<file path="src/hw/rtl/cdac_pkg.sv">
// Shared types and constants for the CO2 decay air-change-rate core.
// Used by cdac_front, cdac_queue, cdac_back and the top level; no dependencies.
package cdac_pkg;

	localparam int MAX_SAMPLES_DEF  = 2048;
	localparam int LN_FRAC_BITS_DEF = 12;

	localparam int PPM_W     = 16;
	localparam int CNT_W     = 12;
	localparam int ACH_W     = 14;
	localparam int CFG_W     = 16;
	localparam int CFG_AW    = 3;
	localparam int LOG2_FRAC = 20;
	localparam logic [31:0] LN2_Q32 = 32'd2977044472;
	// 60 minutes per hour times 2^8 for Q6.8
	localparam logic [63:0] ACH_SCALE = 64'd15360;
	localparam int DIV_BITS  = 15;
	localparam int Q_DEPTH   = 2;

	typedef enum logic [CFG_AW-1:0] {
		REG_OUTDOOR  = 3'd0,
		REG_RISE_TOL = 3'd1,
		REG_MIN_RUN  = 3'd2,
		REG_MIN_EXC  = 3'd3,
		REG_MIN_DROP = 3'd4,
		REG_MIN_R2   = 3'd5,
		REG_MAX_ACH  = 3'd6
	} reg_idx_e;

	typedef enum logic [2:0] {
		FAIL_OK     = 3'd0,
		FAIL_NO_RUN = 3'd1,
		FAIL_FEW    = 3'd2,
		FAIL_EXCESS = 3'd3,
		FAIL_DROP   = 3'd4,
		FAIL_DEGEN  = 3'd5,
		FAIL_FIT    = 3'd6,
		FAIL_RANGE  = 3'd7
	} fail_e;

	typedef struct packed {
		logic [10:0] outdoor;
		logic [9:0]  rise_tol;
		logic [7:0]  min_run;
		logic [13:0] min_exc;
		logic [13:0] min_drop;
		logic [15:0] min_r2;
		logic [13:0] max_ach;
	} cfg_t;

	// One classified sample, in the order the back end applies the steps
	typedef struct packed {
		logic [PPM_W-1:0] ppm;
		logic             copy_a;  // keep current run before a restart or gap
		logic             start;   // open a new run
		logic             fit;     // valid sample, offer it to the fit
		logic             copy_b;  // keep current run on the final sample
		logic             last;    // judge and clear afterwards
	} cmd_t;

	typedef struct packed {
		logic full;
		logic empty;
	} q_stat_t;

endpackage

</file>
<file path="src/hw/rtl/cdac_queue.sv">
// Short command queue that decouples the front end from the back end.
// Depends on cdac_pkg for cmd_t, q_stat_t and the depth.
module cdac_queue (
	input  logic              clk,
	input  logic              arst_n,
	input  logic              push,
	input  cdac_pkg::cmd_t    wr_cmd,
	input  logic              pop,
	output cdac_pkg::cmd_t    rd_cmd,
	output cdac_pkg::q_stat_t stat
);
	import cdac_pkg::*;

	localparam int PW = (Q_DEPTH > 1) ? $clog2(Q_DEPTH) : 1;
	localparam int CW = $clog2(Q_DEPTH + 1);

	cmd_t          mem_q [Q_DEPTH];
	logic [PW-1:0] wp_q, rp_q;
	logic [CW-1:0] cnt_q;

	assign rd_cmd     = mem_q[rp_q];
	assign stat.full  = (cnt_q == CW'(Q_DEPTH));
	assign stat.empty = (cnt_q == '0);

	always_ff @(posedge clk) begin
		if (push) begin
			mem_q[wp_q] <= wr_cmd;
		end
	end

	always_ff @(posedge clk or negedge arst_n) begin
		if (!arst_n) begin
			wp_q  <= '0;
			rp_q  <= '0;
			cnt_q <= '0;
		end else begin
			if (push) begin
				wp_q <= (wp_q == PW'(Q_DEPTH - 1)) ? '0 : wp_q + 1'b1;
			end
			if (pop) begin
				rp_q <= (rp_q == PW'(Q_DEPTH - 1)) ? '0 : rp_q + 1'b1;
			end
			if (push && !pop) begin
				cnt_q <= cnt_q + 1'b1;
			end else if (pop && !push) begin
				cnt_q <= cnt_q - 1'b1;
			end
		end
	end

endmodule

</file>
<file path="config.mk">
export PLATFORM = sky130hd
export DESIGN_NAME = cdac_queue
export DESIGN_NICKNAME = d
export VERILOG_FILES = /design/src/hw/rtl/cdac_pkg.sv /design/src/hw/rtl/cdac_queue.sv
export SDC_FILE = /design/constraint.sdc
export NUM_CORES = 1
export LEC_CHECK = 0
export BUFFER_PORTS_ARGS = -buffer_cell sky130_fd_sc_hd__buf_2
export CAP_MARGIN = 20
export CORE_MARGIN = 8
export CORE_UTILIZATION = 29
export CTS_CLUSTER_DIAMETER = 30
export DETAILED_ROUTE_END_ITERATION = 6
export GPL_TIMING_DRIVEN = 0
export HOLD_SLACK_MARGIN = 0.06
export PLACE_DENSITY = 0.55
export RECOVER_POWER = 50
export SLEW_MARGIN = 25
export SYNTH_ARGS = -nofsm -noshare
export SYNTH_HDL_FRONTEND = slang
export SYNTH_SLANG_ARGS = --single-unit
</file>
<file path="constraint.sdc">
create_clock -name clk -period 5.04 [get_ports clk]
set_input_delay 0 -clock clk [delete_from_list [all_inputs] [get_ports clk]]
set_output_delay 0 -clock clk [all_outputs]
set_load 0.01 [all_outputs]
</file>
==> impl_metrics.yaml <==
worst_setup_path:
  worstPathArrival_ns: 1.86
  path_delay_family: "simple AND/OR/NAND/NOR gates"
  required_ns: 4.94
  cp_max_fo: 21
  critical-path-slowest-cell: "and2_0"
  cpPeakStageDelay_ns: 1.14
  critPathLaunchType: "flop"
  end_kind: "flop"
  worstRegToRegCells: 1
  rr_startpoint: "wp_q$_DFFE_PN0P_"
  worstPathCellList: "and2_0"
  critPathKind: "flop to flop"
  r2r_end: "mem_q[1][2]$_DFFE_PP_"
  cp.buffers_inverters: 0
  worst-r2r-setup-slack_ns: 3.08
grt:
  grt_pass1_vias: 1105
  gr-total-overflow: 0
  track_usage_pct: 8.49
  antenna_found_initial: 0
  grt_pass1_wl_mm: 5.55
  grt_max_degree: 22
detailed_routing:
  drt-total-wl_mm: 3.32
  post_drt_wl_per_cell_um: 14.1
  drcViolationCount: 0
  drt_first_pass_iters: 3
  vias_per_cell: 4.08
  ant_nets: 0
  vias: 962
  dr.first_iter.drc_count: 38
placed_design:
  hpwl_mm: 2.29
  dp_slack_ns: 3.34
  dpl_cell_area_um2: 2040
  io_buffer_count: 47
  gp_congestion: 0.753
cts:
  cts_tree: "done"
  htree_levels: 2
  worstSkewPairLatency_ns: 0.29
  holdBufCountCts: 25
  cts_setup_buffers: 0
  cts_resized: 0
  numCtsBuffers: 5
  clockBufferDepth: 2
  cts_root_buf: "clkbuf_8"
  clock-sinks: 46
  clkTransAtPathRegs_ns: 0.09
power:
  cellPowerDensity_nw_per_um2: 489
  ir_worst_vdd_mv: 0.162
  power.leakage_nw: 0.861
timing:
  fin_tns_setup_ns: 0
  maxSlewViolCount: 0
  fmax_mhz: 510
  rsz0062_at_grt: "false"
  whs_ns: 0.435
  setup_viol: 0
  tightest_slew_ns: 1.47
  skew_ns: 0.00380
  finalHoldViolCount: 0
  timing.final.ws_setup_ns: 3.08
  period_minus_slack_ns: 1.96
  finalCritPeriodShare_pct: 38.9
  maxSlewHeadroom_pct: 1.89
synthesis:
  syn_inst: 81
  ys_types: 11
  avgSynthCellArea_um2: 21.1
  synth_area_um2: 1710
  synth_nets: 107
  seq_area_frac_synth_pct: 79.8
  ys_seq_elements: 46
  ys_warn_count: 0
floorplanning:
  initial_core_util_pct: 29.3
  die-area_um2: 8600
  fp.dieW_um: 92.7
  die_h_um: 92.7
  core_um2: 5820
  row_count: 28
  io_pins: 48
layout:
  num_antenna_cells: 0
  syn2layout_area_growth_pct: 39.1
  post-route-util_pct: 40.8
  drive_above_1_share_pct: 35.4
  num-nets-final: 186
  fin_area_um2: 2370
run:
  drv_cap: 0
hold_path:
  hp-class: "primary input to flop"
  holdPathStages: 2
  min_from: "wr_cmd[3]"
  holdPathEnd: "mem_q[1][3]$_DFFE_PP_"
outcome:
  outcome: "completed"
[per-stage QoR]
stage | cells | total power, mW
after global routing | 236 | 1.23
after global placement | 203 | 0.895
after detailed placement | 203 | 0.909
final | 236 | 1.16
after floorplan | 81 | 0.766
after CTS | 236 | 1.20
[registers in the layout, summed over array words and instances (netlist names)]
| name | cells |
|---|---|
| wp_q | 1 |
| cnt_q | 2 |
| mem_q | 42 |
| rp_q | 1 |
[cell usage after synthesis]
library cell,count,share of area [%]
xor2_1,4,2.1
mux2_2,21,14
nor2_1,2,0.44
buf_6,2,1.3
nor2b_1,2,0.73
dfrtp_1,4,5.9
and2_1,1,0.37
ha_1,1,0.73
xnor2_1,1,0.51
inv_1,1,0.22
edfxtp_1,42,74
[layout by cell type, fill, tap and decap left out]
master / instances
edfxtp_1: 42
dlygate4sd3_1: 25
buf_2: 25
clkbuf_1: 22
mux2_2: 21
clkbuf_8: 5
xor2_1: 4
dfrtp_1: 4
nor2_1: 2
clkinvlp_4: 2
inv_1: 1
buf_6: 1
nor2b_1: 1
and2_0: 1
nor2b_4: 1
xnor2_1: 1
ha_1: 1
bufinv_16: 1
clkbuf_2: 1
[area by class of cell]
| type | instances | area (um^2) |
|---|---|---|
| Buffer | 2 | 15.0 |
| Clock buffer | 5 | 68.8 |
| Clock inverter | 3 | 45.0 |
| Fill cell | 554 | 3440 |
| Inverter | 1 | 3.75 |
| Multi-Input combinational cell | 32 | 327 |
| Sequential cell | 46 | 1360 |
| Tap cell | 75 | 93.8 |
| Timing Repair Buffer | 72 | 459 |
[how the worst max path moves through the flow]
stage,startpoint,endpoint,slack [ns],cells past startpoint
2_1_floorplan,wp_q$_DFFE_PN0P_,mem_q[0][0]$_DFFE_PP_,3.28,1
3_3_place_gp,wp_q$_DFFE_PN0P_,mem_q[0][9]$_DFFE_PP_,2.69,1
3_5_place_dp,wp_q$_DFFE_PN0P_,mem_q[1][19]$_DFFE_PP_,3.34,1
4_1_cts,wp_q$_DFFE_PN0P_,mem_q[1][7]$_DFFE_PP_,3.32,1
5_1_grt,wp_q$_DFFE_PN0P_,mem_q[1][6]$_DFFE_PP_,2.81,1
6_report,wp_q$_DFFE_PN0P_,mem_q[1][2]$_DFFE_PP_,3.08,1
[routing by layer]
layer  vias to the layer above  track usage (%)  routed length (um)
met5                         -                0                   0
met4                         0             3.62                  54
met3                         6             3.96                 288
met2                        32             14.2                1670
met1                       462             9.03                1310
li1                        462                -                   -
[power by group]
part,leakage (nW),switching [mW],total [mW],internal [mW]
registers,0.441,0.0328,0.545,0.512
clock network,0.0504,0.123,0.270,0.147
logic,0.370,0.179,0.346,0.167
total,0.861,0.335,1.16,0.826
[cells by family (layout without fill, tap and decap cells)]
| family | count (synthesis) | count (layout) | synth area share, % |
|---|---|---|---|
| xor+xnor | 5 | 5 | 2.57 |
| mux | 21 | 21 | 13.9 |
| flops | 46 | 46 | 79.8 |
| simple gates | 5 | 5 | 1.54 |
| buf+inv | 3 | 83 | 1.54 |
| fa+ha+maj | 1 | 1 | 0.733 |
Note: power is estimated with default switching activity, not from simulation.
