[src/hw/rtl/cdac_pkg.sv]
// Shared types and constants for the CO2 decay air-change-rate core.
// Used by cdac_front, cdac_queue, cdac_back and the top level; no dependencies.
package cdac_pkg;

	localparam int MAX_SAMPLES_DEF  = 2048;
	localparam int LN_FRAC_BITS_DEF = 12;

	localparam int PPM_W     = 16;
	localparam int CNT_W     = 12;
	localparam int ACH_W     = 14;
	localparam int CFG_W     = 16;
	localparam int CFG_AW    = 3;
	localparam int LOG2_FRAC = 20;
	localparam logic [31:0] LN2_Q32 = 32'd2977044472;
	// 60 minutes per hour times 2^8 for Q6.8
	localparam logic [63:0] ACH_SCALE = 64'd15360;
	localparam int DIV_BITS  = 15;
	localparam int Q_DEPTH   = 2;

	typedef enum logic [CFG_AW-1:0] {
		REG_OUTDOOR  = 3'd0,
		REG_RISE_TOL = 3'd1,
		REG_MIN_RUN  = 3'd2,
		REG_MIN_EXC  = 3'd3,
		REG_MIN_DROP = 3'd4,
		REG_MIN_R2   = 3'd5,
		REG_MAX_ACH  = 3'd6
	} reg_idx_e;

	typedef enum logic [2:0] {
		FAIL_OK     = 3'd0,
		FAIL_NO_RUN = 3'd1,
		FAIL_FEW    = 3'd2,
		FAIL_EXCESS = 3'd3,
		FAIL_DROP   = 3'd4,
		FAIL_DEGEN  = 3'd5,
		FAIL_FIT    = 3'd6,
		FAIL_RANGE  = 3'd7
	} fail_e;

	typedef struct packed {
		logic [10:0] outdoor;
		logic [9:0]  rise_tol;
		logic [7:0]  min_run;
		logic [13:0] min_exc;
		logic [13:0] min_drop;
		logic [15:0] min_r2;
		logic [13:0] max_ach;
	} cfg_t;

	// One classified sample, in the order the back end applies the steps
	typedef struct packed {
		logic [PPM_W-1:0] ppm;
		logic             copy_a;  // keep current run before a restart or gap
		logic             start;   // open a new run
		logic             fit;     // valid sample, offer it to the fit
		logic             copy_b;  // keep current run on the final sample
		logic             last;    // judge and clear afterwards
	} cmd_t;

	typedef struct packed {
		logic full;
		logic empty;
	} q_stat_t;

endpackage

[src/hw/rtl/cdac_front.sv]
// Front end: takes sample words, tracks run boundaries and classifies each sample.
// Depends on cdac_pkg; pushes cmd_t words into cdac_queue.
module cdac_front (
	input  logic                   clk,
	input  logic                   arst_n,
	input  cdac_pkg::cfg_t         cfg,
	input  logic                   in_valid,
	output logic                   in_ready,
	input  logic [cdac_pkg::PPM_W-1:0] ppm,
	input  logic                   smp_valid,
	input  logic                   smp_last,
	input  cdac_pkg::q_stat_t      q_stat,
	output logic                   push,
	output cdac_pkg::cmd_t         cmd
);
	import cdac_pkg::*;

	logic [CNT_W-1:0] cnt_q, start_q, cnt_n, start_n, len1, len2;
	logic [PPM_W-1:0] prev_q;
	logic             active_q, active_n, rise, do_start;

	assign in_ready = !q_stat.full;
	assign push     = in_valid && in_ready;

	always_comb begin
		rise     = {1'b0, ppm} > ({1'b0, prev_q} + {7'b0, cfg.rise_tol});
		len1     = cnt_q - start_q;
		cnt_n    = cnt_q + 1'b1;
		do_start = smp_valid && (!active_q || rise);
		active_n = smp_valid;
		start_n  = do_start ? cnt_q : start_q;
		len2     = cnt_n - start_n;
		cmd.ppm    = ppm;
		cmd.copy_a = active_q && (len1 >= {4'b0, cfg.min_run}) && (!smp_valid || rise);
		cmd.start  = do_start;
		cmd.fit    = smp_valid;
		cmd.copy_b = smp_last && active_n && (len2 >= {4'b0, cfg.min_run});
		cmd.last   = smp_last;
	end

	always_ff @(posedge clk or negedge arst_n) begin
		if (!arst_n) begin
			cnt_q    <= '0;
			start_q  <= '0;
			prev_q   <= '0;
			active_q <= 1'b0;
		end else if (push) begin
			if (smp_last) begin
				cnt_q    <= '0;
				start_q  <= '0;
				prev_q   <= '0;
				active_q <= 1'b0;
			end else begin
				cnt_q    <= cnt_n;
				start_q  <= start_n;
				active_q <= active_n;
				if (smp_valid) begin
					prev_q <= ppm;
				end
			end
		end
	end

endmodule

[config.mk]
export PLATFORM = sky130hd
export DESIGN_NAME = cdac_front
export DESIGN_NICKNAME = d
export VERILOG_FILES = /design/src/hw/rtl/cdac_pkg.sv /design/src/hw/rtl/cdac_front.sv
export SDC_FILE = /design/constraint.sdc
export NUM_CORES = 1
export LEC_CHECK = 0
export BUFFER_PORTS_ARGS = -buffer_cell sky130_fd_sc_hd__buf_2
export CAP_MARGIN = 0
export CORE_AREA = 2 2 68 134
export DETAILED_ROUTE_END_ITERATION = 7
export DIE_AREA = 0 0 70 136
export GPL_ROUTABILITY_DRIVEN = 0
export PLACE_DENSITY = 0.88
export SYNTH_ARGS = -nofsm -noshare
export SYNTH_HDL_FRONTEND = slang
export SYNTH_SLANG_ARGS = --single-unit
export TNS_END_PERCENT = 1
[constraint.sdc]
create_clock -name clk -period 9.3 [get_ports clk]
set_clock_uncertainty 0.05 [all_clocks]
set_input_delay 0.93 -clock clk [delete_from_list [all_inputs] [get_ports clk]]
set_output_delay 0.93 -clock clk [all_outputs]
set_load 0.005 [all_outputs]
==> results by group <==
Logic synthesis
  – Synthesized area: 4379 um2
  – Async SR Flop Fraction: between 90% and 100%
  – Synth Register Bits: slightly above 40
  – Syn_area_per_cell: around 8.6 um2
  – Syn nets: 688
  – Synth warn: 0
  – EDFF count, synth: 0
  – Top FF cell, synth: dfrtp_1
  – Post-synthesis cell type count: 56
  – Sequential-to-total area share from yosys stat: between 20% and 30%
  – Gate Count Post-Synth: 509

STA
  – Final-report max-slew violation count: 0
  – Slew margin rel.: 7.722%
  – Fin crit period: 8.675 ns
  – Setup total negative slack: 0 ns
  – Final Hold Viols: 0
  – Worst slew pin tran: 1.375 ns
  – Highest clock rate: 115.3 MHz
  – RSZ-0062 raised after global routing: no
  – Fin Hold WS: between 0.4 and 0.5 ns
  – Count of final setup violators: 0
  – Final period utilization: 93.28%

Placement
  – Placed cell count: 634
  – Area after DPL: 4584 um2
  – IO buf count: 62
  – DP HPWL: 8299 um

Final layout
  – Layout area overhead: 8.743%
  – Ant diodes: 0
  – Most frequent cells in the layout: 66 x ha_1, 62 x buf_2, 41 x dfrtp_1
  – Commonest non-fill, non-tap cell in the layout: ha_1
  – Share of cells above drive strength 1: approximately 15%
  – # nets final: 720
  – Cell Count, Final, Fillers Out: 642
  – Post-route design area: 4762 um2

Detailed routing
  – Remaining antenna violation count: 0
  – Drt pass-1 iters: 5
  – DRC Markers: 0
  – 1st-iter DRT viols: around 220
  – Wire length per cell: ~16 um
  – WL final: 10530 um
  – Vias per cell: 6.098
  – DR vias: 3915

Worst setup path
  – R2R depth: 19
  – Crit-path leading delay family: compound AO/OA/AOI/OAI gates
  – Crit-path max cell delay: 0.44 ns
  – CP Class: in -> out
  – Number of cells on the critical path: 32
  – Crit-path max FO: 17
  – CP endpoint kind: output pin
  – Buf/Inv on CP: 3
  – Arrival time at the worst endpoint: 7.70 ns
  – Critical Path RT: roughly 8.3 ns
  – Slowest CP cell: o31ai_1
  – Startpoint Class: primary input

Global route
  – Global Route Usage Sum: between 20% and 30%
  – Global-route wire length before repair: roughly 18000 um
  – Pin count of the biggest net entering global routing: 42
  – Vias in the first global route: roughly 4000
  – Initial antenna violation count: 0
  – GRT overflow: 0

Power
  – Peak supply drop: 0.1199 mV
  – Total Power: approximately 1 mW
  – Leakage: 2.321 nW
  – P per Cell Area: roughly 210 nW/um2

Run
  – Maxcap violations: 0

CTS
  – Clock Path Buffers: 2
  – Worst-Skew Late Latency: 0.29 ns
  – Cts hold-fix bufs: 0
  – CTS tree: yes
  – CTS root buffer: clkbuf_16
  – H-tree levels: 2
  – Clock-pin slew on the worst setup and hold paths: 0.06 ns
  – CTS buffer count: 5
  – CTS sink count: 41

Status
  – Status: completed

Floorplan
  – Initial Util: 51.35%
  – Rows: 48
  – Core ar.: 8528 um2
  – Die ar.: 9520 um2
  – Die Ht: 136 um
  – Die W: about 70 um
  – I/O Pins: between 100 and 150

Worst hold path
  – Worst hold path depth: 2
  – Hold/Removal Path Class: reg -> reg
[per-layer routing]
| layer | share of wire (%) | wire (um) | global-route usage (%) | vias to the layer above |
|---|---|---|---|---|
| li1 | - | - | - | 1892 |
| met1 | 36 | 3746 | 22.42 | 1848 |
| met2 | 55 | 5803 | 43.23 | 137 |
| met3 | 3.8 | 396 | 2.224 | 38 |
| met4 | 5.5 | 583 | 15.38 | 0 |
| met5 | 0 | 0 | 0 | - |
[cell families (layout without fill, tap and decap cells)]
logic type      after synthesis  count (layout)  synth area share, %
fa+ha+maj                    69              69                20.23
mux                           7               7                1.657
flops                        41              41                23.43
simple gates                139             139                15.77
buf+inv                      73             106                8.629
xor+xnor                     39              39                7.800
compound gates              141             141                22.49
[state kept, by name, summed over array words and instances, names as in the netlist]
signal,count
start_q,12
prev_q,16
active_q,1
cnt_q,12
[cell type report]
cell class,instances,area (um2)
timing repair buffer,64,325.3
sequential,41,1026
multi-input combinational,395,2982
inverter,34,127.6
fill,760,3766
clock inverter,2,37.54
tap,100,125.1
clock buffer,6,138.9
[worst register-to-register path, delay by kind of cell (launching register included)]
kind                     cells  cell delay [ns]
AO/OA/AOI/OAI               11             2.57
XOR/XNOR                     1             0.17
adder cells (fa/ha/maj)      2             0.60
buffers and inverters        1             0.37
flip-flops                   1             0.41
multiplexers                 1             0.23
AND/OR/NAND/NOR              3             0.40
[cells in the mapped netlist, drive strengths merged, types with 3 or more instances]
library cell	n	area, um2
a21o	7	52.55
nand3	9	45.04
o311ai	10	87.58
dfrtp	41	1026
mux2i	5	50.05
xnor2	21	183.9
xor2	18	157.7
nand4b	10	87.58
nor3	10	50.05
a211o	3	26.28
a21boi	4	30.03
fa	3	60.06
nor2	40	152.6
o21ai	26	130.1
a31oi	3	18.77
a21oi	36	183.9
clkbuf	14	52.55
nand2	35	131.4
ha	66	825.8
nor2b	6	37.54
nand4	4	25.02
or2	3	18.77
inv	34	127.6
a22o	21	183.9
a211oi	4	35.03
buf	25	197.7
o21a	9	67.56
and3	9	56.30
nand2b	6	37.54
[power breakdown]
group          switching (mW)  leakage (nW)  internal [mW]
Sequential             0.0234         0.543          0.206
Combinational           0.315          1.69          0.253
Clock                  0.0744        0.0831          0.134
[timing repair]
item / CTS / global route
buffers inserted: 0 / 0
hold endpoints to repair: 0 / 0
resized for setup: 0 / 1
endpoints found under the setup margin: 0 / 1
[final timing paths]
kind                                     to  slack [ns]         from
worst max-delay path                 cmd[1]        0.62      cfg[67]
worst min register to register  start_q[10]        0.45  start_q[10]
worst min-delay path            start_q[10]        0.45  start_q[10]
min in group asynchronous          cnt_q[1]        0.72       arst_n
worst max register to register  start_q[11]        4.38    prev_q[1]
max in group asynchronous        prev_q[11]        7.88       arst_n
[per-stage QoR]
stage / setup slack [ns] / utilization [%]
global route: 0.06785 / 55.84
global placement: 0.6528 / 53.76
CTS: 0.4371 / 55.82
floorplan: 1.809 / -
detailed placement: 0.4656 / 53.76
finish: 0.6246 / 55.84
Power figures use the tool's default switching activity.
